File: src/rtl/twc_pkg.sv
// Shared types and constants for the triangle waterline clipper.
// Used by the job channel interface and by every module of the block.
package twc_pkg;

   // Kind of submerged piece that a sorted triangle yields.
   typedef enum logic [1:0] {
      CLS_NONE,
      CLS_ALL,
      CLS_ONE,
      CLS_TWO
   } class_type;

   localparam int FRAC_BITS = 16;
   localparam int FRAC_W    = FRAC_BITS + 1;
   localparam int NAXES     = 3;
   localparam int NPOS      = 9;
   // Offsets of the high, middle and low vertex in a packed position group.
   localparam int VH = 0;
   localparam int VM = 3;
   localparam int VL = 6;

   localparam int QDEPTH = 4;
   localparam int QPTR_W = $clog2(QDEPTH);
   localparam int QCNT_W = $clog2(QDEPTH + 1);

endpackage

File: src/rtl/twc_if.sv
// Channel interfaces of the triangle waterline clipper: triangles in,
// classified jobs between front and back, subtriangles out. Uses twc_pkg.
interface twc_req_if #(parameter int COORD_WIDTH = 32);
   logic valid;
   logic ready;
   logic signed [COORD_WIDTH-1:0] a_x, a_y, a_z, a_height;
   logic signed [COORD_WIDTH-1:0] b_x, b_y, b_z, b_height;
   logic signed [COORD_WIDTH-1:0] c_x, c_y, c_z, c_height;

   modport source (output valid, a_x, a_y, a_z, a_height, b_x, b_y, b_z, b_height,
                   c_x, c_y, c_z, c_height, input ready);
   modport sink (input valid, a_x, a_y, a_z, a_height, b_x, b_y, b_z, b_height,
                 c_x, c_y, c_z, c_height, output ready);
endinterface

interface twc_job_if #(parameter int COORD_WIDTH = 32);
   import twc_pkg::*;
   logic valid;
   logic ready;
   class_type cls;
   logic [NPOS-1:0][COORD_WIDTH-1:0] pos;
   logic [1:0][COORD_WIDTH-1:0] num;
   logic [1:0][COORD_WIDTH-1:0] den;

   modport source (output valid, cls, pos, num, den, input ready);
   modport sink (input valid, cls, pos, num, den, output ready);
endinterface


File: src/rtl/twc_front.sv
// Front end: accepts a triangle, sorts its vertices by height, classifies
// it and prepares the cut fractions' operands. Uses twc_pkg and twc_if.
module twc_front #(
   parameter int COORD_WIDTH = 32
) (
   input logic clock,
   input logic reset,
   twc_req_if.sink req,
   twc_job_if.source job
);
   import twc_pkg::*;

   localparam int W = COORD_WIDTH;

   logic [3:0][W-1:0] hv, mv, lv, tv;
   class_type cls;
   logic [W-1:0] lo0, hi0;
   logic [NPOS-1:0][W-1:0] pos;
   logic [1:0][W-1:0] num, den;

   logic vld_ff, vld_in;
   class_type cls_ff;
   logic [NPOS-1:0][W-1:0] pos_ff;
   logic [1:0][W-1:0] num_ff, den_ff;

   always_comb begin
      tv = '0;
      hv = {req.a_height, req.a_z, req.a_y, req.a_x};
      mv = {req.b_height, req.b_z, req.b_y, req.b_x};
      lv = {req.c_height, req.c_z, req.c_y, req.c_x};
      // Strict compares leave vertices of equal height in place.
      if ($signed(lv[3]) > $signed(hv[3])) begin
         tv = lv; lv = hv; hv = tv;
      end
      if ($signed(lv[3]) > $signed(mv[3])) begin
         tv = lv; lv = mv; mv = tv;
      end
      if ($signed(mv[3]) > $signed(hv[3])) begin
         tv = mv; mv = hv; hv = tv;
      end

      if (!lv[3][W-1]) begin
         cls = CLS_NONE;
      end else if (!mv[3][W-1]) begin
         cls = CLS_ONE;
      end else if (!hv[3][W-1]) begin
         cls = CLS_TWO;
      end else begin
         cls = CLS_ALL;
      end

      lo0 = (cls == CLS_TWO) ? mv[3] : lv[3];
      hi0 = (cls == CLS_TWO) ? hv[3] : mv[3];
      num[0] = '0 - lo0;
      den[0] = hi0 - lo0;
      num[1] = '0 - lv[3];
      den[1] = hv[3] - lv[3];

      for (int a = 0; a < NAXES; a++) begin
         pos[VH + a] = hv[a];
         pos[VM + a] = mv[a];
         pos[VL + a] = lv[a];
      end
   end

   assign req.ready = !vld_ff || job.ready;

   always_comb begin
      vld_in = vld_ff;
      if (job.valid && job.ready) begin
         vld_in = 1'b0;
      end
      // Triangles entirely above the water produce nothing and end here.
      if (req.valid && req.ready) begin
         vld_in = (cls != CLS_NONE);
      end
   end

   always_ff @(posedge clock) begin
      if (reset) begin
         vld_ff <= 1'b0;
      end else begin
         vld_ff <= vld_in;
      end
   end

   always_ff @(posedge clock) begin
      if (req.valid && req.ready) begin
         cls_ff <= cls;
         pos_ff <= pos;
         num_ff <= num;
         den_ff <= den;
      end
   end

   assign job.valid = vld_ff;
   assign job.cls   = cls_ff;
   assign job.pos   = pos_ff;
   assign job.num   = num_ff;
   assign job.den   = den_ff;

endmodule

File: src/flat_wrapper.sv
// flat-port wrapper written by rule: the top's interface ports become plain ports
module twc_front_flat import twc_pkg::*;
#(
   parameter int COORD_WIDTH = 32
)
  (clock, reset, req_valid, req_a_x, req_a_y, req_a_z, req_a_height, req_b_x, req_b_y, req_b_z, req_b_height, req_c_x, req_c_y, req_c_z, req_c_height, req_ready, job_valid, job_cls, job_pos, job_num, job_den, job_ready);
  twc_req_if #(.COORD_WIDTH(COORD_WIDTH)) req_i ();
  twc_job_if #(.COORD_WIDTH(COORD_WIDTH)) job_i ();
  input logic clock;
  input logic reset;
  input wire logic [$bits(req_i.valid)-1:0] req_valid;
  input wire logic [$bits(req_i.a_x)-1:0] req_a_x;
  input wire logic [$bits(req_i.a_y)-1:0] req_a_y;
  input wire logic [$bits(req_i.a_z)-1:0] req_a_z;
  input wire logic [$bits(req_i.a_height)-1:0] req_a_height;
  input wire logic [$bits(req_i.b_x)-1:0] req_b_x;
  input wire logic [$bits(req_i.b_y)-1:0] req_b_y;
  input wire logic [$bits(req_i.b_z)-1:0] req_b_z;
  input wire logic [$bits(req_i.b_height)-1:0] req_b_height;
  input wire logic [$bits(req_i.c_x)-1:0] req_c_x;
  input wire logic [$bits(req_i.c_y)-1:0] req_c_y;
  input wire logic [$bits(req_i.c_z)-1:0] req_c_z;
  input wire logic [$bits(req_i.c_height)-1:0] req_c_height;
  output wire logic [$bits(req_i.ready)-1:0] req_ready;
  output wire logic [$bits(job_i.valid)-1:0] job_valid;
  output wire logic [$bits(job_i.cls)-1:0] job_cls;
  output wire logic [$bits(job_i.pos)-1:0] job_pos;
  output wire logic [$bits(job_i.num)-1:0] job_num;
  output wire logic [$bits(job_i.den)-1:0] job_den;
  input wire logic [$bits(job_i.ready)-1:0] job_ready;
  assign req_i.valid = req_valid;
  assign req_i.a_x = req_a_x;
  assign req_i.a_y = req_a_y;
  assign req_i.a_z = req_a_z;
  assign req_i.a_height = req_a_height;
  assign req_i.b_x = req_b_x;
  assign req_i.b_y = req_b_y;
  assign req_i.b_z = req_b_z;
  assign req_i.b_height = req_b_height;
  assign req_i.c_x = req_c_x;
  assign req_i.c_y = req_c_y;
  assign req_i.c_z = req_c_z;
  assign req_i.c_height = req_c_height;
  assign req_ready = req_i.ready;
  assign job_valid = job_i.valid;
  assign job_cls = job_i.cls;
  assign job_pos = job_i.pos;
  assign job_num = job_i.num;
  assign job_den = job_i.den;
  assign job_i.ready = job_ready;
  twc_front #(.COORD_WIDTH(COORD_WIDTH)) u_core (.clock(clock), .reset(reset), .req(req_i), .job(job_i));
endmodule
File: config.mk
export PLATFORM = sky130hd
export DESIGN_NAME = twc_front_flat
export DESIGN_NICKNAME = d
export VERILOG_FILES = /design/src/rtl/twc_pkg.sv /design/src/rtl/twc_if.sv /design/src/rtl/twc_front.sv /design/src/flat_wrapper.sv
export SDC_FILE = /design/constraint.sdc
export NUM_CORES = 1
export LEC_CHECK = 0
export ABC_AREA = 1
export BUFFER_PORTS_ARGS = -buffer_cell sky130_fd_sc_hd__buf_2
export CAP_MARGIN = 20
export CORE_AREA = 2 2 311 313
export DETAILED_ROUTE_END_ITERATION = 8
export DIE_AREA = 0 0 313 315
export SYNTH_ARGS = -nofsm -noshare
export SYNTH_HDL_FRONTEND = slang
export SYNTH_SLANG_ARGS = --single-unit
File: constraint.sdc
create_clock -name clock -period 81.9 [get_ports clock]
set_input_delay 16.38 -clock clock [delete_from_list [all_inputs] [get_ports clock]]
set_output_delay 16.38 -clock clock [all_outputs]
set_load 0.005 [all_outputs]
Word level (Yosys, flattened, before mapping)

Cells that the tools add are included.

Register bits after elaboration: 419
Bits of input ports: 388
Output and inout bits: 420

$add $sub $neg: 4
Magnitude comparators: 3
Equal/unequal tests: 1
Mux-type cells: 13
Reduce and logical (&&, ||, !) cells: 6

Operator list:

| cell                    | count |
|---|---|
| $mux W128               | 6 |
| $gt A32 B32 Y1          | 3 |
| $mux W32                | 2 |
| $sub A1 B32 Y32 const A | 2 |
| $sub A32 B32 Y32        | 2 |
| $mux W2                 | 3 |
| $reduce_bool A2 Y1      | 2 |
| $eq A2 B2 Y1 const B    | 1 |
| $logic_and A1 B1 Y1     | 2 |
| $mux W1                 | 2 |
| $logic_not A1 Y1        | 1 |
| $logic_or A1 B1 Y1      | 1 |

Logic depth before layout (Yosys ltp)

Gate-level depths: netlist of run 1.

Word-level depth: 12
Mapped depth: 73
Gate-level depth less buffers: 66

Least setup slack after synthesis of run 1

No wires, ideal clock.

Path type: in2reg
Start: in req_valid
End: reg u_core.cls_ff[0], in the netlist u_core.job.cls[0], enable pin
Arrival: 46.395 ns
Setup slack: 33.661 ns
Stages on the path: 1
Path buffers: 0
Path through: a21boi_0

Longest elaborated chain between the ends: 1

RTL lines:

| what                 | RTL line           | RTL |
|---|---|---|
| start, declared      | flat_wrapper.sv:11 | `input wire logic [$bits(req_i.valid)-1:0] req_valid;` |
| $logic_and A1 B1 Y1  | twc_front.sv:88    | `if (req.valid && req.ready) begin` |
| end signal, assigned | twc_front.sv:89    | `cls_ff <= cls;` |
| end, declared        | twc_front.sv:22    | `class_type cls_ff;` |

No other way between the ends.
A chain may end at the register's enable or synchronous reset.

Worst setup path after layout of run 1

Start: in job_ready
End: out req_ready

Longest elaborated chain between the ends: 1

RTL lines:

| what               | RTL line           | RTL |
|---|---|---|
| start, declared    | flat_wrapper.sv:30 | `input wire logic [$bits(job_i.ready)-1:0] job_ready;` |
| $logic_or A1 B1 Y1 | twc_front.sv:66    | `assign req.ready = !vld_ff \|\| job.ready;` |
| end, declared      | flat_wrapper.sv:24 | `output wire logic [$bits(req_i.ready)-1:0] req_ready;` |

No other way between the ends.

==> results.md, run 1 <==
* Placed Area at 34770 um2
* Cell Chain, Critical Path: buf_2, inv_1, nand2_1, buf_2
* Commonest cells post-synth: 1339 x nand2_1, 656 x o21ai_0, 418 x edfxtp_1
* Post-route cell area at roughly 36000 um2
* Clock transition at the registers of the reported paths at 0.06 ns
* DR WL/cell at ~22 um
* Status: completed
* GPL Wtd Cong at between 0.9 and 1
* GRT met3 Usage at 0.06466
* Synthesized Nets at between 4000 and 5000
* Postcts setup bufs at 0
* Buf/Inv on CP at 3
* Starting Density at 0.3117
* Worst hold path class: reg -> reg
* Vias at between 20000 and 30000
* Synth Flop Type: edfxtp_1
* Clock root buffer: clkbuf_16
* Hold WS at 0.7074 ns
* I/O Buffers at 807
* Avg Vias per Cell at ~5
* Cells after synthesis at 3911
* Chip Width at around 310 um
* Die Footprint at 98600 um2
* Leakage power at around 17 nW
* Met1 global-route usage at 0.2908
* Drt drc at 0
* Drt initial violations at 2604
* Max clock buf depth at 3
* Largest net degree at the start of global routing at 236
* Max-cap viol count at 0
* Main area contributors after synthesis: edfxtp_1 42%, nand2_1 17%, o21ai_0 11%
* Post-synth top area share at 0.4207
* Post-CTS resize count at 0
* Number of synthesized register bits at around 420
* PwrDens at approximately 45 nW/um2
* EDFF count, synth at 418
* Clock Latency Late Sink at 0.65 ns
* Fin crit share at 0.4074
* Worst Path Max Fanout at 2
* Nets at ~5000
* Mean Syn Cell Area at about 7.6 um2
* Non-Filler Instances at between 5000 and 6000
* Clock Sinks at ~420
* Busiest layer in global routing: met2
* Final core utilization at 0.3798
* Fin. max-slew vios at 0
* Setup TNS Final at 0 ns
* Routed Wire Length at 128800 um
* Syn-to-layout area delta at 21.83%
* Slowest stage cell, crit path: buf_2
* Std-Cell Rows at between 100 and 150
* Core Region at roughly 96000 um2
* Sequential fraction of the synthesis area at 0.4214
* CP peak stage delay at about 0.17 ns
* Antenna Violating Nets Remaining at 0
* First drt pass iteration count at 6
* CP top delay family: buffers and inverters
* Final worst setup slack at 48.54 ns
* Period minus WS final at between 30 and 40 ns
* Hold Vio Cnt, Final at 0
* Final Power at 1.618 mW
* Worst Path Required at 65.52 ns
* Ys Warns at 0
* CTS buffer count at 50
* First-pass GRT wire length at roughly 180000 um
* Dpl hpwl at ~110000 um
* Worst slew margin relative to its limit at 0.2795
* RSZ-0062 raised after global routing: false
* Place WS at a little under 50 ns
* Placed Cells at slightly below 6000
* Netlist cell types at 50
* Worst IR Drop VDD at around 0.000053 V
* H-Tree Level Count at 2
* Critical Path AT at 16.98 ns
* Endpoints failing setup at 0
* Most used cell, CP: buf_2
* Synth async-reset ratio at 0
* Critical path endpoint category: output pin
* Met2 Use GR at 0.4429
* Final Skew at ~0.021 ns
* Share of layout cells above drive strength 1 at 0.2237
* Most common cell in the synthesized netlist: nand2_1
* CP Class: in -> out
* Hold_buf cts at 0
* Worst-Margin Slew at approximately 1.1 ns
* Tot GR Track Use at 0.2522
* Initial antenna violation count at 70
* Vias in the first global route at between 20000 and 30000
* Gr ovfl total at 0
* Area leader, netlist: edfxtp_1
* Crit path launch type: input port
* Achievable frequency at 0.02997 GHz
* I/O pin cnt at between 800 and 900
* CTS tree: built
* Die height at 315 um
* Mapped cell area at 29830 um2
cell usage in the layout, fill, tap and decap left out, types with 16 or more instances in the layout:
cell type  synthesis  final
buf_2             31    807
xnor2_1           27     27
nor2_1           114    114
nand2_1         1339   1339
nor2_2            17     16
ha_1             156    156
diode_2            0     27
inv_2             31     31
nand3_1          151    151
nor3_1            21     21
nand2_2           20     20
o21ai_2           37     37
inv_1            317    316
clkbuf_16          0     50
edfxtp_1         418    418
xor2_1            71     71
o21ai_1          112    112
o21ai_0          656    656
a21oi_1          112    112
nand4_1           37     37
layout make-up:
class	instances	area, um2
flip-flops and latches	419	12570
diodes	27	67.56
well taps	1276	1597
fillers	10050	59360
inverters	348	1314
clock inverters	28	226.5
multi-input cells	2950	15070
clock buffers	58	1281
repair buffers	824	4217
sequential cells by signal, summed over array words and instances, names as in the netlist:
signal,cells
u_core.job.valid,1
u_core.job.num,64
u_core.job.den,64
u_core.job.cls,2
u_core.job.pos,288
metal layers:
layer / part of all wire / wire length [um]
met5: 0.0013 / 166
met1: 0.38 / 49150
met3: 0.085 / 10940
met2: 0.49 / 63060
met4: 0.042 / 5473
final timing paths:
| check | startpoint | endpoint | slack (ns) | depth (start not counted) |
|---|---|---|---|---|
| worst max-delay path | job_ready | req_ready | 48.54 | 4 |
| worst min-delay path | u_core.job.valid | u_core.job.valid | 0.71 | 2 |
| worst min register to register | u_core.job.valid | u_core.job.valid | 0.71 | 2 |
| worst max register to register | u_core.job.valid | u_core.job.pos[283] | 78.11 | 4 |
logic make-up after synthesis:
logic type / after synthesis / share of synthesized area
and+or+nand+nor: 1742 / 0.2416
AOI/OAI and AO/OA: 952 / 0.1676
buffers and inverters: 542 / 0.07389
DFF: 419 / 0.4214
adders and majority gates: 158 / 0.06676
xor gates and xnor gates: 98 / 0.02877
worst min-delay path, cell delays in order, from the launching register on:
cell,delay (ns)
dfxtp_1,0.41
nand2_1,0.18
a21oi_1,0.08
where the power goes:
group,total [mW],switching [mW],internal (mW)
Sequential,0.413,0.0334,0.380
Combinational,0.992,0.684,0.309
Clock,0.213,0.0972,0.116
No activity file was read; power rests on OpenSTA's default activity.
==> run 2, diff against run 1 <==
==> constraint.sdc (replaced) <==
create_clock -name clock -period 29.4 [get_ports clock]
set_input_delay 5.88 -clock clock [delete_from_list [all_inputs] [get_ports clock]]
set_output_delay 5.88 -clock clock [all_outputs]
set_load 0.005 [all_outputs]
==> run 2 against run 1 <==
Against the previous run: via count increased by 0.33%; clock power increased to 2.9 times the previous value; worst hold slack got worse by 0.041 ns; sequential share of layout area decreased by 0.081 points; design area increased by 0.23%; combinational power increased to 2.8 times the previous value; worst setup slack got worse by 36 ns; global-route usage increased by 0.13 points; sequential power increased to 2.8 times the previous value; critical endpoint is now u_core.job.den[30].
==> results.md, run 2 (same netlist as run 1, synthesis figures left out) <==
* Nets at 5135 (was 5139)
* DR WL/cell at 21.93 um (was 21.72 um)
* Worst hold path class: reg -> reg (unchanged)
* Final Skew at 0.03283 ns (was 0.02112 ns)
* Final Power at 4.593 mW (was 1.618 mW)
* H-Tree Level Count at 2 (unchanged)
* Starting Density at 0.3117 (unchanged)
* Vias in the first global route at 26730 (was 27030)
* CTS buffer count at 49 (was 50)
* Worst-Margin Slew at 1.167 ns (was 1.081 ns)
* Hold Vio Cnt, Final at 0 (unchanged)
* Share of layout cells above drive strength 1 at 0.2233 (was 0.2237)
* Fin crit share at 0.5893
* Syn-to-layout area delta at 22.12% (was 21.83%)
* Fin. max-slew vios at 0 (unchanged)
* Postcts setup bufs at 0 (unchanged)
* Initial antenna violation count at 73 (was 70)
* Critical path endpoint category: register (was output pin)
* Crit path launch type: input port (unchanged)
* Status: completed (unchanged)
* Max clock buf depth at 3 (unchanged)
* Hold_buf cts at 0 (unchanged)
* Flop pwr share at 0.254 (was 0.255)
* Die Footprint at 98600 um2 (unchanged)
* Filler instances at 10040 (was 10050)
* PwrDens at 126.1 nW/um2 (was 44.52 nW/um2)
* Tot GR Track Use at 0.2534 (was 0.2522)
* Post-CTS resize count at 0 (unchanged)
* Setup slack, reg-to-reg at 27.06 ns (was 78.11 ns)
* Sw Share at 0.5040 (was 0.5031)
* Net Sw Power at 2.315 mW (was 0.8142 mW)
* Clock Sinks at 419 (unchanged)
* Setup TNS Final at 0 ns (unchanged)
* Largest net degree at the start of global routing at 272 (was 236)
* Leakage power at 16.85 nW (was 16.81 nW)
* Clock transition at the registers of the reported paths at 0.06 ns (about the same)
* Dpl hpwl at 105600 um (was 105200 um)
* Avg Vias per Cell at 5.006 (was 4.988)
* Worst IR Drop VDD at 0.00009609 V (was 0.00005331 V)
* Worst Path Max Fanout at 228 (was 2)
* Std-Cell Rows at 114 (unchanged)
* Core Region at 95710 um2 (unchanged)
* Drt initial violations at 2738 (was 2604)
* Comb power frac at 0.611 (was 0.613)
* Worst slew margin relative to its limit at 0.2223 (was 0.2795)
* Commonest cells after routing, fill and taps aside: 1339 x nand2_1, 807 x buf_2, 656 x o21ai_0 (unchanged)
* I/O Buffers at 807 (unchanged)
* Endpoints failing setup at 0 (unchanged)
* Period minus WS final at about 17 ns
* Clock root buffer: clkbuf_16 (unchanged)
* Largest register FFs at 288 (unchanged)
* Max-cap viol count at 0 (unchanged)
* Critical Path AT at 17.68 ns (was 16.98 ns)
* Clock network fraction of design power at 0.136 (was 0.132)
* Commonest non-fill, non-tap cell in the layout: nand2_1 (unchanged)
* Antenna Violating Nets Remaining at 0 (unchanged)
* Int Pwr at 2.278 mW (was 0.8041 mW)
* I/O pin cnt at 808 (unchanged)
* CP top delay family: simple AND/OR/NAND/NOR gates (was buffers and inverters)
* Most used cell, CP: nand2_1 (was buf_2)
* Routed Wire Length at 130000 um (was 128800 um)
* CP Class: in -> reg (was in -> out)
* Hold WS at 0.6665 ns (was 0.7074 ns)
* Clock Latency Late Sink at 0.62 ns (was 0.65 ns)
* Die height at 315 um (unchanged)
* CP peak stage delay at 0.74 ns (was 0.17 ns)
* First drt pass iteration count at 6 (unchanged)
* GPL Wtd Cong at 0.9686 (was 0.9467)
* Slowest stage cell, crit path: buf_4 (was buf_2)
* Buf/Inv on CP at 9 (was 3)
* Worst Path Required at 29.75 ns (was 65.52 ns)
* Vias at 29670 (was 29580)
* CTS tree: built (unchanged)
* Chip Width at 313 um (unchanged)
* First-pass GRT wire length at 182200 um (was 181400 um)
* RSZ-0062 raised after global routing: false (unchanged)
* Achievable frequency at 0.05772 GHz
* Drt drc at 0 (unchanged)
* Gr ovfl total at 0 (unchanged)
## run 2: changes by cell type in the layout (fill, tap and decap cells not counted)
cell        previous run  this run
clkbuf_1               8         7
diode_2               27        25
inv_6                  3         4
buf_12                 4         5
buf_4                 13         9
clkinv_4               1         2
clkinvlp_4             6         4
bufinv_16              1         5
clkinv_2               8         6
inv_16                 1         0
clkinv_1               7        10
## run 2: per-stage QoR
step | std cells | cell area (um2) | worst slack (ns) | util
floorplan | 3911 | 29830 | 2.706 | -
global placement | 5814 | 34760 | 11.86 | 0.3632
detailed placement | 5814 | 34760 | 11.58 | 0.3632
CTS | 5903 | 36370 | 12.22 | 0.3800
global route | 5918 | 36410 | 10.75 | 0.3804
finish | 5928 | 36430 | 12.07 | 0.3807
## run 2: power groups by stage
stage / clock [mW] / sequential (mW) / combinational (mW)
3_3_place_gp: 0 / 1.18 / 2.77
5_1_grt: 0.657 / 1.18 / 3.12
6_report: 0.624 / 1.16 / 2.80
4_1_cts: 0.635 / 1.17 / 2.79
2_1_floorplan: 0 / 1.18 / 1.75
3_5_place_dp: 0 / 1.18 / 2.77
## run 2: worst paths after layout
path / startpoint / to / cells past startpoint
min: u_core.job.valid / u_core.job.valid / 2
min reg2reg: u_core.job.valid / u_core.job.valid / 2
max reg2reg: u_core.job.valid / u_core.job.pos[119] / 2
max: req_a_height[27] / u_core.job.den[30] / 55
## run 2: cell type report
class / count / area (um2) / area share
repair buffers: 821 / 4207 / 0.1155
well taps: 1276 / 1597 / 0.04382
multi-input cells: 2950 / 15070 / 0.4138
inverters: 348 / 1314 / 0.03606
clock inverters: 32 / 330.3 / 0.009066
flip-flops and latches: 419 / 12570 / 0.3451
clock buffers: 57 / 1277 / 0.03506
diodes: 25 / 62.56 / 0.001717
## run 2: layer usage
layer	wire, um	global-route usage
met4	4977	0.09732
met2	64430	0.4500
met3	11130	0.06986
met5	234	0
met1	49260	0.2883
## run 2: tightest hold or removal path: stages (launching register included)
cell     delay, ns
dfxtp_1       0.34
nand2_1       0.19
a21oi_1       0.09
