File: src/rtl/twc_pkg.sv
// Shared types and constants for the triangle waterline clipper.
// Used by the job channel interface and by every module of the block.
package twc_pkg;

   // Kind of submerged piece that a sorted triangle yields.
   typedef enum logic [1:0] {
      CLS_NONE,
      CLS_ALL,
      CLS_ONE,
      CLS_TWO
   } class_type;

   localparam int FRAC_BITS = 16;
   localparam int FRAC_W    = FRAC_BITS + 1;
   localparam int NAXES     = 3;
   localparam int NPOS      = 9;
   // Offsets of the high, middle and low vertex in a packed position group.
   localparam int VH = 0;
   localparam int VM = 3;
   localparam int VL = 6;

   localparam int QDEPTH = 4;
   localparam int QPTR_W = $clog2(QDEPTH);
   localparam int QCNT_W = $clog2(QDEPTH + 1);

endpackage

File: src/rtl/twc_if.sv


interface twc_job_if #(parameter int COORD_WIDTH = 32);
   import twc_pkg::*;
   logic valid;
   logic ready;
   class_type cls;
   logic [NPOS-1:0][COORD_WIDTH-1:0] pos;
   logic [1:0][COORD_WIDTH-1:0] num;
   logic [1:0][COORD_WIDTH-1:0] den;

   modport source (output valid, cls, pos, num, den, input ready);
   modport sink (input valid, cls, pos, num, den, output ready);
endinterface


File: src/rtl/twc_queue.sv
// Short first-in first-out queue of classified jobs between the front end
// and the back end. Uses twc_pkg and twc_if.
module twc_queue #(
   parameter int COORD_WIDTH = 32
) (
   input logic clock,
   input logic reset,
   twc_job_if.sink wr,
   twc_job_if.source rd
);
   import twc_pkg::*;

   localparam int W = COORD_WIDTH;

   class_type cls_mem [QDEPTH];
   logic [NPOS-1:0][W-1:0] pos_mem [QDEPTH];
   logic [1:0][W-1:0] num_mem [QDEPTH];
   logic [1:0][W-1:0] den_mem [QDEPTH];

   logic [QPTR_W-1:0] wr_ptr_ff, wr_ptr_in, rd_ptr_ff, rd_ptr_in;
   logic [QCNT_W-1:0] count_ff, count_in;
   logic push, pop;

   assign wr.ready = (count_ff != QCNT_W'(QDEPTH));
   assign rd.valid = (count_ff != '0);
   assign push = wr.valid && wr.ready;
   assign pop  = rd.valid && rd.ready;

   always_comb begin
      wr_ptr_in = push ? wr_ptr_ff + 1'b1 : wr_ptr_ff;
      rd_ptr_in = pop ? rd_ptr_ff + 1'b1 : rd_ptr_ff;
      count_in  = count_ff;
      if (push && !pop) begin
         count_in = count_ff + 1'b1;
      end else if (pop && !push) begin
         count_in = count_ff - 1'b1;
      end
   end

   always_ff @(posedge clock) begin
      if (reset) begin
         wr_ptr_ff <= '0;
         rd_ptr_ff <= '0;
         count_ff  <= '0;
      end else begin
         wr_ptr_ff <= wr_ptr_in;
         rd_ptr_ff <= rd_ptr_in;
         count_ff  <= count_in;
      end
   end

   always_ff @(posedge clock) begin
      if (push) begin
         cls_mem[wr_ptr_ff] <= wr.cls;
         pos_mem[wr_ptr_ff] <= wr.pos;
         num_mem[wr_ptr_ff] <= wr.num;
         den_mem[wr_ptr_ff] <= wr.den;
      end
   end

   assign rd.cls = cls_mem[rd_ptr_ff];
   assign rd.pos = pos_mem[rd_ptr_ff];
   assign rd.num = num_mem[rd_ptr_ff];
   assign rd.den = den_mem[rd_ptr_ff];

`ifndef NO_ASSERTIONS
   a_count_bound: assert property (@(posedge clock) disable iff (reset)
      count_ff <= QCNT_W'(QDEPTH))
      else $error("queue fill count exceeds its depth");

   a_count_grows: assert property (@(posedge clock) disable iff (reset)
      (push && !pop) |=> (count_ff == $past(count_ff) + 1'b1))
      else $error("queue fill count missed a push");
`endif

endmodule

File: src/flat_wrapper.sv
// flat-port wrapper written by rule: the top's interface ports become plain ports
module twc_queue_flat import twc_pkg::*;
#(
   parameter int COORD_WIDTH = 32
)
  (clock, reset, wr_valid, wr_cls, wr_pos, wr_num, wr_den, wr_ready, rd_valid, rd_cls, rd_pos, rd_num, rd_den, rd_ready);
  twc_job_if #(.COORD_WIDTH(COORD_WIDTH)) wr_i ();
  twc_job_if #(.COORD_WIDTH(COORD_WIDTH)) rd_i ();
  input logic clock;
  input logic reset;
  input wire logic [$bits(wr_i.valid)-1:0] wr_valid;
  input wire logic [$bits(wr_i.cls)-1:0] wr_cls;
  input wire logic [$bits(wr_i.pos)-1:0] wr_pos;
  input wire logic [$bits(wr_i.num)-1:0] wr_num;
  input wire logic [$bits(wr_i.den)-1:0] wr_den;
  output wire logic [$bits(wr_i.ready)-1:0] wr_ready;
  output wire logic [$bits(rd_i.valid)-1:0] rd_valid;
  output wire logic [$bits(rd_i.cls)-1:0] rd_cls;
  output wire logic [$bits(rd_i.pos)-1:0] rd_pos;
  output wire logic [$bits(rd_i.num)-1:0] rd_num;
  output wire logic [$bits(rd_i.den)-1:0] rd_den;
  input wire logic [$bits(rd_i.ready)-1:0] rd_ready;
  assign wr_i.valid = wr_valid;
  assign wr_i.cls = wr_cls;
  assign wr_i.pos = wr_pos;
  assign wr_i.num = wr_num;
  assign wr_i.den = wr_den;
  assign wr_ready = wr_i.ready;
  assign rd_valid = rd_i.valid;
  assign rd_cls = rd_i.cls;
  assign rd_pos = rd_i.pos;
  assign rd_num = rd_i.num;
  assign rd_den = rd_i.den;
  assign rd_i.ready = rd_ready;
  twc_queue #(.COORD_WIDTH(COORD_WIDTH)) u_core (.clock(clock), .reset(reset), .wr(wr_i), .rd(rd_i));
endmodule
File: config.mk
export PLATFORM = sky130hd
export DESIGN_NAME = twc_queue_flat
export DESIGN_NICKNAME = d
export VERILOG_FILES = /design/src/rtl/twc_pkg.sv /design/src/rtl/twc_if.sv /design/src/rtl/twc_queue.sv /design/src/flat_wrapper.sv
export SDC_FILE = /design/constraint.sdc
export NUM_CORES = 1
export LEC_CHECK = 0
export ABC_CLOCK_PERIOD_IN_PS = 41300
export BUFFER_PORTS_ARGS = -buffer_cell sky130_fd_sc_hd__clkbuf_2
export CAP_MARGIN = 20
export CORE_AREA = 2 2 330 332
export CTS_BUF_LIST = sky130_fd_sc_hd__clkbuf_8
export CTS_CLUSTER_DIAMETER = 100
export CTS_CLUSTER_SIZE = 30
export DETAILED_ROUTE_END_ITERATION = 12
export DIE_AREA = 0 0 332 334
export PLACE_DENSITY = 0.8
export SYNTH_ARGS = -nofsm -noshare
export SYNTH_HDL_FRONTEND = slang
export SYNTH_SLANG_ARGS = --single-unit
File: constraint.sdc
create_clock -name clock -period 41.3 [get_ports clock]
set_clock_uncertainty 0.2 [all_clocks]
set_input_delay 8.26 -clock clock [delete_from_list [all_inputs] [get_ports clock]]
set_output_delay 8.26 -clock clock [all_outputs]
set_load 0.01 [all_outputs]
# Word level (Yosys, flattened, before mapping)
# Memories as Yosys holds them, arrays and structs flattened. A register that Yosys moved wholly into a read port is not among the register bits.
# Cells that the tools add are included.
[classes]
n_addsub = 4
eq_ne = 1
muxes = 12
n_reduce_logical = 8
[op_table]
columns = ["cell", "count"]
rows = [
  ["two-way mux 2 bit", 8],
  ["two-way mux 3 bit", 2],
  ["adder 2 x 1 -> 2 bit (second input constant)", 2],
  ["logical AND 1 bit", 4],
  ["adder 3 x 1 -> 3 bit (second input constant)", 1],
  ["inequality test 3 bit (second input constant)", 1],
  ["nonzero test 3 bit", 1],
  ["subtractor 3 x 1 -> 3 bit (second input constant)", 1],
  ["logical NOT 1 bit", 2],
  ["two-way mux 1 bit", 2],
  ["nonzero test 2 bit", 1],
]
[word_totals]
register_bits = 7
mem_bits_rw = 1672
output_inout_bits = 420
elab_cells = 32
n_memories = 4
[mem_list]
columns = ["memory", "words", "width", "read_ports", "rd_clocked_by_memory_dff", "wr", "line_no", "source"]
rows = [
  ["u_core.pos_mem", 4, 288, 1, 1, 1, "twc_queue.sv:16", "logic [NPOS-1:0][W-1:0] pos_mem [QDEPTH];"],
  ["u_core.den_mem", 4, 64, 1, 1, 1, "twc_queue.sv:18", "logic [1:0][W-1:0] den_mem [QDEPTH];"],
  ["u_core.num_mem", 4, 64, 1, 1, 1, "twc_queue.sv:17", "logic [1:0][W-1:0] num_mem [QDEPTH];"],
  ["u_core.cls_mem", 4, 2, 1, 1, 1, "twc_queue.sv:15", "class_type cls_mem [QDEPTH];"],
]

# Depth between registers and ports, before layout
# Gate-level depths: netlist of run 1.
[logic_depth]
word_depth = 6
mapped_depth = 8

# Worst setup path before layout of run 1
# Ideal clock, no wire load.
[synth_timing]
path_kind = "input to register"
from = "in wr_valid"
to = "mem u_core.cls_mem[0][0] (netlist name), enable pin"
setup_time_ns = 0.835
arrival_ns = 18.012
required_ns = 40.265
path_slack_ns = 22.252
cell_stages = 2
path_buffers = 0
cell_sequence = "a21boi_2 > and2_1"
[synth_between]
elab_chain_cells = 3
[synth_rtl]
columns = ["item", "line_no", "source"]
rows = [
  ["from (decl)", "flat_wrapper.sv:11", "input wire logic [$bits(wr_i.valid)-1:0] wr_valid;"],
  ["logical AND 1 bit", "twc_queue.sv:26", "assign push = wr.valid && wr.ready;"],
  ["two-way mux 1 bit", "twc_queue.sv:53", "if (push) begin"],
  ["two-way mux 1 bit (implied by the code)", "twc_queue.sv:54", "cls_mem[wr_ptr_ff] <= wr.cls;"],
  ["to (decl)", "twc_queue.sv:15", ""],
]
# No other way between the ends.

==> reports/qor.yml, run 1 <==
route.final.wire_length_mm: 128
dp_hpwl_mm: 85.2
critical_path_class: "reg2out"
rsz0062_at_grt: "false"
fp.dieArea_um2: 111000
first_global_vias: 28644
power_density_nw_per_um2: 55.8
timing.fmax_ghz: 0.0703
worstPathBufferInverterCount: 6
cts-resized-gates: 0
grt_first_pass_wirelength_mm: 186
finalSetupViolations: 0
route.vias.total: 27340
max-clock-path-buffers: 3
netlist_instances: 2231
syn_area_um2: 60600
worst_path_max_delay_cell: "sky130_fd_sc_hd__dfxtp_4"
min-delay-path-class: "reg2reg"
worst_slew_margin_rel: 0.149
wl_per_cell_um: 28.1
end_kind: "primary output"
sequential_cell_area_um2: 50400
hold_violations: 0
overflow: 0
cts_made_buffers: 67
cpLargestDelayFamily: "buffers and inverters"
final_max_slew_viol_count: 0
maxCapViolations: 0
grt_max_degree: 164
crit_fanout: 49
synth.avg_cell_area_um2: 27.2
total_power_mw: 3.77
grt.total_usage: 0.228
cp_slowest_stage_delay_ps: 900
multiInputGateArea_um2: 9690
yosys_warnings: 0
portion_of_the_post_synthesis_area_used_by_sequential_elements: 0.831
cts-root-buf: "sky130_fd_sc_hd__clkbuf_8"
timing.hold.ws_ps: 345
cts_post_setup_buffers_inserted: 0
worst_setup_path_start_kind: "register"
port-buffer-count: 841
dieWidth_um: 332
placement.setup.worst_slack_ps: 27240
io_pins: 842
floorplan.die.height_um: 334
vdd_ir_drop_max_mv: 0.0501
period_needed_ps: 14220
fill_cells: 6916
min_period_over_period: 0.344
power.leakage_nw: 22.0
synth_nets: 2659
floorplan.core_area_um2: 108000
worst_pin_slew_ps: 1280
clock_tree_from_tritoncts: "yes"
layout.cells.most_common_list: "sky130_fd_sc_hd__edfxtp_1 (1672), sky130_fd_sc_hd__clkbuf_2 (841), sky130_fd_sc_hd__mux4_2 (418), sky130_fd_sc_hd__clkbuf_8 (67), sky130_fd_sc_hd__buf_4 (29)"
postCtsHoldBufs: 0
sum_neg_setup_slack_ps: 0
final_critical_path_setup_slack_ps: 27080
row_count: 121
crit_top_cell: "sky130_fd_sc_hd__buf_4"
yosys.cell_types.count: 24
gpl.final_weighted_congestion: 0.845
drt_first_pass_iters: 5
synthToLayoutAreaGrowth_pct: 11.6
detail_route.vias_per_cell: 6.01
detailedRoute.firstIterationViolations: 2473
finalCoreUtilization: 0.628
clock_latency_ps: 750
worstPathArrival_ps: 5760
worst_ep_required_ps: 32840
critical_path.cell_chain: "buf_4 -> buf_4 -> buf_4 -> buf_4 -> buf_16 -> mux4_2 -> clkbuf_2"
mostFrequentLayoutCell: "sky130_fd_sc_hd__edfxtp_1"
htree_levels: 3
run_status: "finished, final reports clean"
start_util: 0.562
grt_antenna_before_repair: 57
cts.sink_count: 1681
ant_nets: 0
proportion_of_layout_cells_with_a_drive_suffix_above_1: 0.446
synth.ff_latch_count: 1681
design.final.nets: 3512
clkTransAtPathRegs_ps: 160
post-route-drc-count: 0
synth_stat cells:
cell type                  number  area share
sky130_fd_sc_hd__mux2_2         1     0.00019
sky130_fd_sc_hd__and2_1         4     0.00041
sky130_fd_sc_hd__buf_1         29      0.0018
sky130_fd_sc_hd__mux4_2       418        0.16
sky130_fd_sc_hd__ha_1           5      0.0010
sky130_fd_sc_hd__a21boi_2       1     0.00019
sky130_fd_sc_hd__nand2b_1       2     0.00021
sky130_fd_sc_hd__nor2_1         8     0.00050
sky130_fd_sc_hd__o311ai_0       1     0.00014
sky130_fd_sc_hd__o31ai_1        1     0.00012
sky130_fd_sc_hd__xor2_1         4     0.00058
sky130_fd_sc_hd__o21ai_0        1    0.000082
sky130_fd_sc_hd__buf_4         30      0.0037
sky130_fd_sc_hd__or3_1          2     0.00021
sky130_fd_sc_hd__buf_6          4     0.00074
sky130_fd_sc_hd__buf_2         28      0.0023
sky130_fd_sc_hd__a21oi_1        1    0.000082
sky130_fd_sc_hd__fa_1           1     0.00033
sky130_fd_sc_hd__nand2_1        1    0.000062
sky130_fd_sc_hd__mux2i_1        2     0.00033
sky130_fd_sc_hd__inv_1          3     0.00019
sky130_fd_sc_hd__edfxtp_1    1672        0.83
sky130_fd_sc_hd__clkbuf_1       3     0.00019
sky130_fd_sc_hd__dfxtp_1        9      0.0030
power breakdown:
part | total, mW | switching [mW] | leakage, nW | internal (mW)
sequential | 2.12 | 0.0557 | 15.4 | 2.07
clock | 0.608 | 0.450 | 0.577 | 0.158
combinational | 1.04 | 0.573 | 6.06 | 0.466
metal layers:
layer,track usage,routed length (um),vias up
li1,-,-,11353
met1,0.270,43300,14390
met2,0.386,66800,1272
met3,0.0701,11900,271
met4,0.102,5690,54
met5,0,322,-
worst register-to-register path: stages (launching register included):
cell and delay, ps:
sky130_fd_sc_hd__dfxtp_1 480, sky130_fd_sc_hd__nor2_1 120, sky130_fd_sc_hd__a21boi_2 350, sky130_fd_sc_hd__and2_4 720, sky130_fd_sc_hd__buf_4 970, sky130_fd_sc_hd__buf_4 990, sky130_fd_sc_hd__buf_4 990
final cells by class:
type | count | area share
sequential | 1681 | 0.745
multi-input combinational | 453 | 0.143
timing repair buffer | 878 | 0.0682
tap | 1414 | 0.0262
clock buffer | 67 | 0.0136
clock inverter | 19 | 0.00242
antenna | 32 | 0.00118
inverter | 3 | 0.000166
per-stage QoR:
stage | area (um^2) | std cells
5_1_grt | 67600 | 4542
3_5_place_dp | 66400 | 4425
6_report | 67700 | 4547
3_3_place_gp | 66400 | 4424
4_1_cts | 67500 | 4511
2_1_floorplan | 60600 | 2231
kinds of logic after synthesis:
logic type	count (synthesis)	synth area share
mux	421	0.156
flops	1681	0.831
fa+ha+maj	6	0.00136
compound gates	5	0.000619
xor+xnor	4	0.000578
simple gates	17	0.00138
buf+inv	97	0.00894
state kept, by name, summed over array words and instances, names as in the netlist, named ones only:
register and count:
u_core.pos_mem 1152, u_core.den_mem 256, u_core.cls_mem 8, u_core.count_ff 3, u_core.rd_ptr_ff 2, u_core.wr_ptr_ff 2
u_core.num_mem 256
final timing paths:
check	start	end	slack [ps]	cells past startpoint
hold reg to reg	u_core.rd_ptr_ff[1]$_SDFFE_PP0P_	register	340	2
setup reg to reg	u_core.count_ff[0]$_SDFFE_PP0P_	u_core.pos_mem[0][31]$_DFFE_PP_	36020	6
setup / recovery	register	rd_pos[211]	27080	7
hold / removal	u_core.rd_ptr_ff[1]$_SDFFE_PP0P_	register	340	2
Power figures use the tool's default switching activity.
==> run 2, diff against run 1 <==
--- a/config.mk
+++ b/config.mk
@@ -5,15 +5,15 @@
 export SDC_FILE = /design/constraint.sdc
 export NUM_CORES = 1
 export LEC_CHECK = 0
-export ABC_CLOCK_PERIOD_IN_PS = 41300
+export ABC_AREA = 1
+export ABC_CLOCK_PERIOD_IN_PS = 12240
 export BUFFER_PORTS_ARGS = -buffer_cell sky130_fd_sc_hd__clkbuf_2
 export CAP_MARGIN = 20
-export CORE_AREA = 2 2 330 332
+export CORE_UTILIZATION = 54
 export CTS_BUF_LIST = sky130_fd_sc_hd__clkbuf_8
 export CTS_CLUSTER_DIAMETER = 100
 export CTS_CLUSTER_SIZE = 30
 export DETAILED_ROUTE_END_ITERATION = 12
-export DIE_AREA = 0 0 332 334
 export PLACE_DENSITY = 0.8
 export SYNTH_ARGS = -nofsm -noshare
 export SYNTH_HDL_FRONTEND = slang
==> constraint.sdc (replaced) <==
create_clock -name clock -period 12.24 [get_ports clock]
set_clock_uncertainty 0.2 [all_clocks]
set_input_delay 2.448 -clock clock [delete_from_list [all_inputs] [get_ports clock]]
set_output_delay 2.448 -clock clock [all_outputs]
set_load 0.01 [all_outputs]
==> run 2 against run 1 <==
Effect of this change: sequential power rose to 3.4 times the previous value; via count rose by 37%; routed wire length rose by 13%; final area rose by 1.3%; non-clock buffer count fell by 3.
==> reports/qor.yml, run 2 <==
gpl.final_weighted_congestion: 0.874
synth_async_sr_flop_share: 0
min-delay-path-class: "reg2reg"
run_status: "finished, final reports clean"
critical_path_class: "reg2out"
crit_fanout: 79
detailedRoute.firstIterationViolations: 3901
max-clock-path-buffers: 3
finalNonFillerCells: 6345
floorplan.die.height_um: 341
ant_nets: 0
route.final.wire_length_mm: 144
grt.total_usage: 0.238
mostFrequentLayoutCell: "sky130_fd_sc_hd__edfxtp_1"
dpl-instance-area_um2: 67200
cts.sink_count: 1681
timing.fmax_ghz: 0.133
sum_neg_setup_slack_ps: 0
power_density_nw_per_um2: 188
synth.top_cells.by_count: "sky130_fd_sc_hd__edfxtp_1 (1672), sky130_fd_sc_hd__nor2_1 (850), sky130_fd_sc_hd__o21ai_0 (796)"
dieWidth_um: 341
floorplan.core_area_um2: 113000
syn_area_um2: 62000
end_kind: "primary output"
postCtsHoldBufs: 0
start_util: 0.548
worst_ep_required_ps: 9590
synth_area_leaders: "sky130_fd_sc_hd__edfxtp_1 (81%), sky130_fd_sc_hd__o21ai_0 (6.4%), sky130_fd_sc_hd__nor2_1 (5.1%), sky130_fd_sc_hd__o22ai_1 (4.2%), sky130_fd_sc_hd__buf_2 (0.86%)"
synth_top_area_cell: "sky130_fd_sc_hd__edfxtp_1"
wl_per_cell_um: 22.7
finalCoreUtilization: 0.606
synth.most_common_cell: "sky130_fd_sc_hd__edfxtp_1"
portion_of_the_post_synthesis_area_used_by_sequential_elements: 0.813
synth_enable_flop_cells: 1672
largest_registers: "u_core.pos_mem: 1152 flops, u_core.den_mem: 256 flops, u_core.num_mem: 256 flops"
port-buffer-count: 841
clkTransAtPathRegs_ps: 170
cts-resized-gates: 0
maxCapViolations: 0
io_pins: 842
register_ranked_first_by_flip_flop_count: "u_core.pos_mem"
overflow: 0
vdd_ir_drop_max_mv: 0.170
netlist.area_leader.share: 0.810
grt_max_degree: 390
final_critical_path_setup_slack_ps: 4730
post-route-drc-count: 0
worst_setup_path_start_kind: "register"
synth_top_flop_cell: "sky130_fd_sc_hd__edfxtp_1"
cts-root-buf: "sky130_fd_sc_hd__clkbuf_8"
finalSetupViolations: 0
yosys.cell_types.count: 21
hold_violations: 0
rsz0062_at_grt: "false"
grt_first_pass_wirelength_mm: 211
synth_nets: 4537
cts_made_buffers: 69
netlist_instances: 4109
route.vias.total: 37332
fill_cells: 8148
timing.hold.ws_ps: 332
yosys_warnings: 0
total_power_mw: 12.9
period_needed_ps: 7510
dp_hpwl_mm: 86.3
detail_route.vias_per_cell: 5.88
final_max_slew_viol_count: 0
proportion_of_layout_cells_with_a_drive_suffix_above_1: 0.201
post-route-cell-area_um2: 68500
fp.dieArea_um2: 116000
worst_slew_margin_rel: 0.229
synthToLayoutAreaGrowth_pct: 10.5
first_global_vias: 35669
placed_instance_count: 6207
grt_antenna_before_repair: 51
min_period_over_period: 0.613
drt_first_pass_iters: 6
worstPathArrival_ps: 4860
power.leakage_nw: 23.3
htree_levels: 3
worst_pin_slew_ps: 1160
placement.setup.worst_slack_ps: 5690
design.final.nets: 5206
clock_tree_from_tritoncts: "yes"
layout.cells.most_common_list: "sky130_fd_sc_hd__edfxtp_1 (1672), sky130_fd_sc_hd__nor2_1 (846), sky130_fd_sc_hd__clkbuf_2 (841), sky130_fd_sc_hd__o21ai_0 (796), sky130_fd_sc_hd__o22ai_1 (418)"
cts_post_setup_buffers_inserted: 0
largest_register_ff_count: 1152
synth.avg_cell_area_um2: 15.1
synth.ff_latch_count: 1681
clock_latency_ps: 790
row_count: 123
## run 2: cell count changes in the layout (fill, tap and decap cells not counted), sizes merged, moves of 13 or more
cell	previous run	this run
o21ai	1	837
diode	32	45
nor2	8	850
o22ai	0	418
inv	17	33
nand2	1	15
mux4	418	0
## run 2: cells by family after synthesis
| group | Yosys count | synth area share |
|---|---|---|
| buffers and inverters | 293 | 0.0228 |
| DFF | 1681 | 0.813 |
| and+or+nand+nor | 870 | 0.0528 |
| xor gates and xnor gates | 1 | 0.000141 |
| adders and majority gates | 6 | 0.00133 |
| AOI/OAI and AO/OA | 1258 | 0.110 |
## run 2: where the power goes
part | total, mW | internal (mW) | switching [mW]
sequential | 7.15 | 6.99 | 0.162
clock | 2.14 | 0.569 | 1.57
combinational | 3.57 | 1.05 | 2.52
total | 12.9 | 8.60 | 4.25
## run 2: worst paths after layout
path,end,cells past startpoint,slack [ps],startpoint
hold reg to reg,register,2,330,u_core.rd_ptr_ff[1]$_SDFFE_PP0P_
hold / removal,register,2,330,u_core.rd_ptr_ff[1]$_SDFFE_PP0P_
setup / recovery,rd_pos[285],6,4730,register
setup reg to reg,u_core.pos_mem[3][243]$_DFFE_PP_,6,8200,u_core.count_ff[0]$_SDFFE_PP0P_
## run 2: final cells by class
type / instances / area, um^2 / share of cell area
Clock inverter: 22 / 208 / 0.00303
Sequential cell: 1681 / 50400 / 0.736
Timing Repair Buffer: 875 / 4630 / 0.0675
Tap cell: 1500 / 1880 / 0.0274
Clock buffer: 71 / 977 / 0.0143
Multi-Input combinational cell: 2135 / 10200 / 0.149
Antenna cell: 45 / 113 / 0.00164
Inverter: 16 / 93.8 / 0.00137
## run 2: per-layer routing
metal,up-vias,GRT usage,share of wire
li1,16865,-,-
met1,18464,0.290,0.35
met2,1701,0.395,0.50
met3,276,0.0705,0.10
met4,26,0.106,0.042
met5,-,0,0.0013
## run 2: critical path, stage by stage, from the launching register on
cell	delay [ps]
sky130_fd_sc_hd__dfxtp_4	890
sky130_fd_sc_hd__buf_4	810
sky130_fd_sc_hd__buf_4	790
sky130_fd_sc_hd__buf_4	730
sky130_fd_sc_hd__o21ai_0	270
sky130_fd_sc_hd__o22ai_1	270
sky130_fd_sc_hd__clkbuf_2	170
